**src/rtl/core/signed_decimal_text_cell_writer_macros.svh**
```systemverilog
// assertion macros for the decimal text cell writer
`ifndef SIGNED_DECIMAL_TEXT_CELL_WRITER_MACROS_SVH
`define SIGNED_DECIMAL_TEXT_CELL_WRITER_MACROS_SVH

`ifndef SYNTH
// property must hold on every clock edge outside reset
`define SDTCW_ASSERT(label, prop, msg) \
  label: assert property (@(posedge clk) disable iff (!rst_n) (prop)) else $error(msg);
// antecedent in one cycle implies consequent in the next
`define SDTCW_ASSERT_NEXT(label, ante, cons, msg) \
  label: assert property (@(posedge clk) disable iff (!rst_n) (ante) |=> (cons)) \
    else $error(msg);
`else
`define SDTCW_ASSERT(label, prop, msg)
`define SDTCW_ASSERT_NEXT(label, ante, cons, msg)
`endif

`endif

```
**src/rtl/core/sdtcw_pkg.sv**
```systemverilog
package sdtcw_pkg;

  localparam int MAX_DIGITS = 10;
  localparam int MAG_W      = 32;
  localparam int BCD_W      = 4 * MAX_DIGITS;
  localparam int BIT_CNT_W  = $clog2(MAG_W);
  localparam int DIG_CNT_W  = $clog2(MAX_DIGITS + 1);
  localparam int CELL_W     = 16;
  localparam int CFG_IDX_W  = 1;
  localparam int CFG_DATA_W = 8;

  localparam logic [7:0] SCREEN_COLUMNS_RST = 8'd80;
  localparam logic [7:0] SCREEN_ROWS_RST    = 8'd25;
  localparam logic [7:0] ASCII_ZERO         = 8'h30;
  localparam logic [7:0] ASCII_MINUS        = 8'h2D;

  typedef enum logic [CFG_IDX_W-1:0] {
    CFG_SCREEN_COLUMNS,
    CFG_SCREEN_ROWS
  } cfg_reg_t;

  typedef enum logic [2:0] {
    ST_IDLE,
    ST_CONV,
    ST_PLACE,
    ST_DIGIT,
    ST_SIGN,
    ST_ERROR
  } state_t;

  typedef struct packed {
    logic signed [31:0] value;
    logic [7:0]         attribute;
    logic [7:0]         row;
    logic [7:0]         column;
  } in_item_t;

  typedef struct packed {
    logic [CELL_W-1:0] cell_index;
    logic [7:0]        char_code;
    logic [7:0]        cell_attribute;
    logic              out_of_range;
    logic              last;
  } out_item_t;

endpackage

```
**src/rtl/core/signed_decimal_text_cell_writer.sv**
```systemverilog
// channel | dir | handshake         | payload
// in_     | in  | in_valid/in_stall  | value, attribute, row, column
// out_    | out | out_valid/out_stall| cell_index, char_code, cell_attribute, out_of_range, last
// cfg_    | in  | cfg_we             | cfg_index selects register, cfg_wdata
//
// one request at a time: the accept cycle, bit-serial double dabble over the 32 magnitude bits
// (one magnitude bit per cycle), a placement state, then one result per cycle while out_stall
// is low, giving n results (1 to 11) per request
// an out-of-range request skips conversion and goes from the accept to its error result
// out_stall holds the output register and freezes emission; the next request can be
// taken while the final result still waits there
// rst_n is synchronous; control and the two screen registers are reset
module signed_decimal_text_cell_writer (
  input  logic                               clk,
  input  logic                               rst_n,
  input  logic                               in_valid,
  output logic                               in_stall,
  input  sdtcw_pkg::in_item_t                in_data,
  output logic                               out_valid,
  input  logic                               out_stall,
  output sdtcw_pkg::out_item_t               out_data,
  input  logic                               cfg_we,
  input  logic [sdtcw_pkg::CFG_IDX_W-1:0]    cfg_index,
  input  logic [sdtcw_pkg::CFG_DATA_W-1:0]   cfg_wdata
);

`include "signed_decimal_text_cell_writer_macros.svh"

  // screen geometry registers; rows is held only, it cancels out of the address
  logic [7:0] cols_r;
  logic [7:0] rows_r;

  sdtcw_pkg::state_t state_r, state_nxt;

  // conversion datapath
  logic [sdtcw_pkg::MAG_W-1:0]     mag_r, mag_nxt;
  logic [sdtcw_pkg::BCD_W-1:0]     bcd_r, bcd_nxt, bcd_adj;
  logic [sdtcw_pkg::BIT_CNT_W-1:0] bit_cnt_r, bit_cnt_nxt;
  logic [sdtcw_pkg::DIG_CNT_W-1:0] dig_left_r, dig_left_nxt, ndig;
  logic                            neg_r, neg_nxt;
  logic [7:0]                      attr_r, attr_nxt;
  logic [sdtcw_pkg::CELL_W-1:0]    base_r, base_nxt;
  logic [sdtcw_pkg::CELL_W-1:0]    ptr_r, ptr_nxt;

  // output register
  logic                 out_valid_r, out_valid_nxt;
  sdtcw_pkg::out_item_t out_r, out_nxt;

  // request decode
  logic                            in_fire;
  logic                            in_neg;
  logic [sdtcw_pkg::MAG_W-1:0]     in_raw;
  logic [sdtcw_pkg::MAG_W-1:0]     in_mag;
  logic signed [8:0]               cols_s;
  logic signed [9:0]               row_m1;
  logic signed [18:0]              prod;
  logic signed [18:0]              base_full;
  logic signed [18:0]              leftmost;
  logic                            in_err;
  logic                            slot_free;

  assign in_stall  = (state_r != sdtcw_pkg::ST_IDLE);
  assign in_fire   = in_valid && !in_stall;
  assign out_valid = out_valid_r;
  assign out_data  = out_r;
  assign slot_free = !out_valid_r || !out_stall;

  // sign and magnitude; the most negative value wraps to its true magnitude
  assign in_raw = in_data.value;
  assign in_neg = in_raw[sdtcw_pkg::MAG_W-1];
  assign in_mag = in_neg ? (~in_raw + 1'b1) : in_raw;

  // base = columns * (row - 1) + column, leftmost cell takes the sign into account
  assign cols_s    = $signed({1'b0, cols_r});
  assign row_m1    = $signed({2'b00, in_data.row}) - 10'sd1;
  assign prod      = cols_s * row_m1;
  assign base_full = prod + $signed({11'b0, in_data.column});
  assign leftmost  = base_full - $signed({18'b0, in_neg});
  assign in_err    = leftmost[18];

  // add-3 correction on every bcd digit before the shift
  always_comb begin
    for (int i = 0; i < sdtcw_pkg::MAX_DIGITS; i++) begin
      bcd_adj[4*i +: 4] = (bcd_r[4*i +: 4] >= 4'd5) ? (bcd_r[4*i +: 4] + 4'd3)
                                                    : bcd_r[4*i +: 4];
    end
  end

  // digit count: position of the highest nonzero digit, zero counts as one digit
  always_comb begin
    ndig = sdtcw_pkg::DIG_CNT_W'(1);
    for (int i = 0; i < sdtcw_pkg::MAX_DIGITS; i++) begin
      if (bcd_r[4*i +: 4] != 4'd0) begin
        ndig = sdtcw_pkg::DIG_CNT_W'(i + 1);
      end
    end
  end

  // next state
  always_comb begin
    state_nxt = state_r;
    case (state_r)
      sdtcw_pkg::ST_IDLE: begin
        if (in_fire) begin
          state_nxt = in_err ? sdtcw_pkg::ST_ERROR : sdtcw_pkg::ST_CONV;
        end
      end
      sdtcw_pkg::ST_CONV: begin
        if (bit_cnt_r == sdtcw_pkg::BIT_CNT_W'(sdtcw_pkg::MAG_W - 1)) begin
          state_nxt = sdtcw_pkg::ST_PLACE;
        end
      end
      sdtcw_pkg::ST_PLACE: begin
        state_nxt = sdtcw_pkg::ST_DIGIT;
      end
      sdtcw_pkg::ST_DIGIT: begin
        if (slot_free && dig_left_r == sdtcw_pkg::DIG_CNT_W'(1)) begin
          state_nxt = neg_r ? sdtcw_pkg::ST_SIGN : sdtcw_pkg::ST_IDLE;
        end
      end
      sdtcw_pkg::ST_SIGN: begin
        if (slot_free) begin
          state_nxt = sdtcw_pkg::ST_IDLE;
        end
      end
      sdtcw_pkg::ST_ERROR: begin
        if (slot_free) begin
          state_nxt = sdtcw_pkg::ST_IDLE;
        end
      end
      default: begin
        state_nxt = sdtcw_pkg::ST_IDLE;
      end
    endcase
  end

  // datapath and output register
  always_comb begin
    mag_nxt       = mag_r;
    bcd_nxt       = bcd_r;
    bit_cnt_nxt   = bit_cnt_r;
    dig_left_nxt  = dig_left_r;
    neg_nxt       = neg_r;
    attr_nxt      = attr_r;
    base_nxt      = base_r;
    ptr_nxt       = ptr_r;
    out_nxt       = out_r;
    out_valid_nxt = out_valid_r && out_stall;
    case (state_r)
      sdtcw_pkg::ST_IDLE: begin
        if (in_fire) begin
          mag_nxt     = in_mag;
          bcd_nxt     = '0;
          bit_cnt_nxt = '0;
          neg_nxt     = in_neg;
          attr_nxt    = in_data.attribute;
          base_nxt    = base_full[sdtcw_pkg::CELL_W-1:0];
        end
      end
      sdtcw_pkg::ST_CONV: begin
        // shift one magnitude bit into the corrected bcd word
        bcd_nxt     = {bcd_adj[sdtcw_pkg::BCD_W-2:0], mag_r[sdtcw_pkg::MAG_W-1]};
        mag_nxt     = {mag_r[sdtcw_pkg::MAG_W-2:0], 1'b0};
        bit_cnt_nxt = bit_cnt_r + 1'b1;
      end
      sdtcw_pkg::ST_PLACE: begin
        // least significant digit lands rightmost
        dig_left_nxt = ndig;
        ptr_nxt      = base_r + sdtcw_pkg::CELL_W'(ndig) - 1'b1;
      end
      sdtcw_pkg::ST_DIGIT: begin
        if (slot_free) begin
          out_valid_nxt          = 1'b1;
          out_nxt.cell_index     = ptr_r;
          out_nxt.char_code      = sdtcw_pkg::ASCII_ZERO + {4'b0000, bcd_r[3:0]};
          out_nxt.cell_attribute = attr_r;
          out_nxt.out_of_range   = 1'b0;
          out_nxt.last           = (dig_left_r == sdtcw_pkg::DIG_CNT_W'(1)) && !neg_r;
          bcd_nxt                = {4'b0000, bcd_r[sdtcw_pkg::BCD_W-1:4]};
          ptr_nxt                = ptr_r - 1'b1;
          dig_left_nxt           = dig_left_r - 1'b1;
        end
      end
      sdtcw_pkg::ST_SIGN: begin
        if (slot_free) begin
          out_valid_nxt          = 1'b1;
          out_nxt.cell_index     = ptr_r;
          out_nxt.char_code      = sdtcw_pkg::ASCII_MINUS;
          out_nxt.cell_attribute = attr_r;
          out_nxt.out_of_range   = 1'b0;
          out_nxt.last           = 1'b1;
        end
      end
      sdtcw_pkg::ST_ERROR: begin
        if (slot_free) begin
          out_valid_nxt          = 1'b1;
          out_nxt.cell_index     = '0;
          out_nxt.char_code      = '0;
          out_nxt.cell_attribute = '0;
          out_nxt.out_of_range   = 1'b1;
          out_nxt.last           = 1'b1;
        end
      end
      default: begin
        out_valid_nxt = 1'b0;
      end
    endcase
  end

  // control registers
  always_ff @(posedge clk) begin
    if (!rst_n) begin
      state_r     <= sdtcw_pkg::ST_IDLE;
      out_valid_r <= 1'b0;
      cols_r      <= sdtcw_pkg::SCREEN_COLUMNS_RST;
      rows_r      <= sdtcw_pkg::SCREEN_ROWS_RST;
    end else begin
      state_r     <= state_nxt;
      out_valid_r <= out_valid_nxt;
      if (cfg_we) begin
        case (sdtcw_pkg::cfg_reg_t'(cfg_index))
          sdtcw_pkg::CFG_SCREEN_COLUMNS: cols_r <= cfg_wdata;
          sdtcw_pkg::CFG_SCREEN_ROWS:    rows_r <= cfg_wdata;
          default: begin
          end
        endcase
      end
    end
  end

  // payload registers
  always_ff @(posedge clk) begin
    mag_r      <= mag_nxt;
    bcd_r      <= bcd_nxt;
    bit_cnt_r  <= bit_cnt_nxt;
    dig_left_r <= dig_left_nxt;
    neg_r      <= neg_nxt;
    attr_r     <= attr_nxt;
    base_r     <= base_nxt;
    ptr_r      <= ptr_nxt;
    out_r      <= out_nxt;
  end

  // error result is always a lone final result
  `SDTCW_ASSERT(a_err_is_last, !(out_valid_r && out_r.out_of_range) || out_r.last, "error result without last")
  // a taken request goes straight to conversion or to its error result
  `SDTCW_ASSERT_NEXT(a_fire_start, in_fire, (state_r == sdtcw_pkg::ST_CONV || state_r == sdtcw_pkg::ST_ERROR), "request not started")
  // written characters are digits or the minus sign
  `SDTCW_ASSERT(a_char_ok, !(out_valid_r && !out_r.out_of_range) || (out_r.char_code >= sdtcw_pkg::ASCII_ZERO && out_r.char_code <= 8'h39) || out_r.char_code == sdtcw_pkg::ASCII_MINUS, "bad character code")
  // digit emission never runs with an empty digit count
  `SDTCW_ASSERT(a_digits_left, state_r != sdtcw_pkg::ST_DIGIT || dig_left_r != '0, "digit state with no digits left")

endmodule
```
**config.mk**
```make
export PLATFORM = sky130hd
export DESIGN_NAME = signed_decimal_text_cell_writer
export DESIGN_NICKNAME = d
export VERILOG_FILES = /design/src/rtl/core/sdtcw_pkg.sv /design/src/rtl/core/signed_decimal_text_cell_writer.sv
export VERILOG_INCLUDE_DIRS = /design/src /design/src/rtl/core
export SDC_FILE = /design/constraint.sdc
export NUM_CORES = 1
export LEC_CHECK = 0
export ABC_CLOCK_PERIOD_IN_PS = 18160
export BUFFER_PORTS_ARGS = -buffer_cell sky130_fd_sc_hd__buf_2
export CELL_PAD_IN_SITES_DETAIL_PLACEMENT = 1
export CELL_PAD_IN_SITES_GLOBAL_PLACEMENT = 2
export CORE_AREA = 3 3 202 204
export DETAILED_ROUTE_END_ITERATION = 8
export DIE_AREA = 0 0 205 207
export GPL_TIMING_DRIVEN = 0
export HOLD_SLACK_MARGIN = 0.06
export PLACE_DENSITY = 0.76
export SLEW_MARGIN = 20
export SYNTH_ARGS = -nofsm -noshare
export SYNTH_HDL_FRONTEND = slang
export SYNTH_SLANG_ARGS = --single-unit
export TNS_END_PERCENT = 20
```
**constraint.sdc**
```tcl
create_clock -name clk -period 18.16 [get_ports clk]
set_clock_uncertainty 0.15 [all_clocks]
set_input_delay 0.908 -clock clk [delete_from_list [all_inputs] [get_ports clk]]
set_output_delay 0.908 -clock clk [all_outputs]
set_load 0.02 [all_outputs]
```
==> metrics.yaml <==
outcome:
  status: "finished clean"
layout:
  postLayoutCoreUtil_pct: 35.5
  final_cell_mix: "154 x edfxtp_1, 126 x inv_1, 117 x nand2_1, 105 x ha_1, 103 x buf_2"
  nNetsFinal: 1572
  layout_commonest_cell: "edfxtp_1"
  final_cells: 1888
  area_growth_pct: 15.5
  finalInstanceArea_um2: 14000
  drive_above_1_share_pct: 12.0
setup_path:
  cp-end-kind: "register"
  worst-r2r-setup-slack_ps: 11670
  max_stage_delay_ps: 580
  worstPathMaxFanout: 8
  crit_type: "in2reg"
  timing.rr.start: "cols_r[6]"
  crit_top_cell: "inv_1"
  crit_required_ps: 18390
  r2r_end: "state_r[2]"
  start_kind: "input port"
  crit_slowest_cell: "xor2_1"
  crit_arrival_ps: 7740
  reg2regPathDepth: 22
clocking:
  cts_buffers: 17
  insertion_delay_ps: 450
  cts_tree: "done"
  clock_sinks: 166
  clk_pin_slew_ps: 70
  clockRootBuffer: "clkbuf_16"
  hold_buffers: 0
  postCtsResizedCells: 0
  h-tree-depth: 4
  cts_setup_buffers: 0
  clock_path_buffers: 2
floorplanning:
  dieArea_um2: 42400
  start_util_pct: 30.8
  die_h_um: 207
  coreArea_um2: 39500
  die_w_um: 205
  ioPinCount: 106
  rows: 73
placed_design:
  dp.cells: 1855
  routabilityCongestion: 0.801
  place_hpwl_um: 24000
  portBuffers: 103
  preCtsSetupSlack_ps: 10230
  placed_cell_area_um2: 13400
detailed_routing:
  antenna_left: 0
  vias_per_cell: 4.77
  drt_iter0_drc: 327
  num_vias: 9011
  routed_wl_um: 30700
  route.detailed.drc: 0
  wl_per_cell_um: 16.3
  drt_pass1_iterations: 4
power_and_ir_drop:
  vdd_drop_max_uv: 65.3
  powerDensity_nw_per_um2: 105
  power_mw: 1.47
  p_leak_nw: 5.82
synth:
  yosysUniqueCellTypes: 63
  synth_area_leaders: "edfxtp_1 38%, ha_1 11%, fa_1 7.9%"
  synth-async-reset-ratio_pct: 0
  syn_area_per_cell_um2: 9.93
  synth_seq_cells: 166
  synth_cells: 1223
  synthFlopType: "edfxtp_1"
  synth_top_cell_area_share_pct: 38.1
  syn_area_um2: 12100
  post-synth-top-area-cell: "edfxtp_1"
  ys_warn_count: 0
  synth-edff-count: 154
  seq_area_frac_synth_pct: 40.1
global_routing:
  grt_max_degree: 38
  grt_pass1_wl_um: 50200
  antenna_found_initial: 0
  grt_usage_pct: 14.8
  overflow: 0
  first_global_vias: 9639
timing:
  finalHoldViolCount: 0
  hold_ws_ps: 378
  setup_ws_ps: 10650
  relSlewSlack_pct: 40.7
  final-setup-viol-count: 0
  fmax_mhz: 133
  finalMaxSlewViolations: 0
  grt_setup_unrepaired: "false"
  post-route-min-period_ps: 7510
  tns_ps: 0
  period_share_pct: 41.4
  worstMarginPinSlew_ps: 889
min_path:
  hold_depth: 1
  hp-class: "reg2reg"
  min_to: "out_data[8]"
  worstHoldStart: "attr_r[6]"
flow_run:
  drv_cap: 0
==> Yosys cell counts, types with 5 or more instances <==
| library cell | count |
|---|---|
| or3_1 | 8 |
| o22ai_1 | 11 |
| nand2b_1 | 30 |
| and2_1 | 29 |
| o21a_1 | 6 |
| clkbuf_1 | 39 |
| o32ai_1 | 6 |
| mux2i_1 | 5 |
| a21o_1 | 8 |
| a31oi_1 | 6 |
| o31ai_1 | 13 |
| nor3b_1 | 15 |
| xnor2_1 | 30 |
| or2_2 | 8 |
| o21bai_1 | 5 |
| a21oi_1 | 69 |
| or4_1 | 6 |
| nand3_1 | 6 |
| dfxtp_1 | 12 |
| nor3_1 | 16 |
| ha_1 | 105 |
| fa_1 | 48 |
| nor4_1 | 10 |
| edfxtp_1 | 154 |
| nand2_1 | 117 |
| nor2b_1 | 45 |
| a21boi_0 | 9 |
| o21ai_0 | 88 |
| o21ai_1 | 6 |
| nor2_1 | 72 |
| xor2_1 | 60 |
| inv_1 | 126 |
| or3_4 | 5 |
==> sequential cells by signal, indices dropped and copies added, names as in the netlist, 3 cells and up <==
register / cells
dig_left_r: 4
state_r: 3
base_r: 16
bit_cnt_r: 5
mag_r: 32
out_data: 32
attr_r: 8
ptr_r: 16
cols_r: 8
bcd_r: 40
==> worst max path at each step <==
| stage | from | to | slack, ps | cells after the start |
|---|---|---|---|---|
| floorplan | in_data[12] | state_r[2] | 11380 | 20 |
| global placement | in_data[8] | state_r[2] | 10220 | 22 |
| detailed placement | in_data[8] | state_r[2] | 10230 | 25 |
| CTS | in_data[8] | state_r[2] | 10630 | 25 |
| global route | in_data[8] | state_r[2] | 10280 | 22 |
| finish | in_data[8] | state_r[2] | 10650 | 25 |
==> critical path: cells and delay by family <==
kind / cells / cell delay, ps
muxes: 1 / 180
buffers and inverters: 7 / 610
xor gates and xnor gates: 1 / 580
adders and majority gates: 7 / 3180
AOI/OAI and AO/OA: 6 / 1250
and+or+nand+nor: 3 / 1010
==> area by class of cell <==
cell class / count / area (µm²)
Fill cell: 4582 / 25400
Multi-Input combinational cell: 889 / 6670
Sequential cell: 166 / 4860
Tap cell: 525 / 657
Timing Repair Buffer: 106 / 598
Inverter: 126 / 473
Clock buffer: 18 / 429
Buffer: 43 / 169
Clock inverter: 14 / 161
Antenna cell: 1 / 2.50
==> logic make-up after synthesis <==
logic type	synth area share, %
compound gates	12.6
mux	0.412
buf+inv	5.29
xor+xnor	6.49
fa+ha+maj	18.7
simple gates	16.4
other cells	0.0309
flops	40.1
==> layer usage <==
metal | track usage, % | part of all wire, % | vias to the layer above
li1 | - | - | 4486
met1 | 20.0 | 48 | 4383
met2 | 24.6 | 48 | 122
met3 | 2.55 | 2.8 | 20
met4 | 3.72 | 1.1 | 0
met5 | 0 | 0 | -
==> report_power, final <==
group	switching [mW]	internal [mW]	total [mW]
clock network	0.171	0.207	0.377
registers	0.0319	0.508	0.540
logic	0.324	0.232	0.557
total	0.527	0.947	1.47
Note: power is estimated with default switching activity, not from simulation.
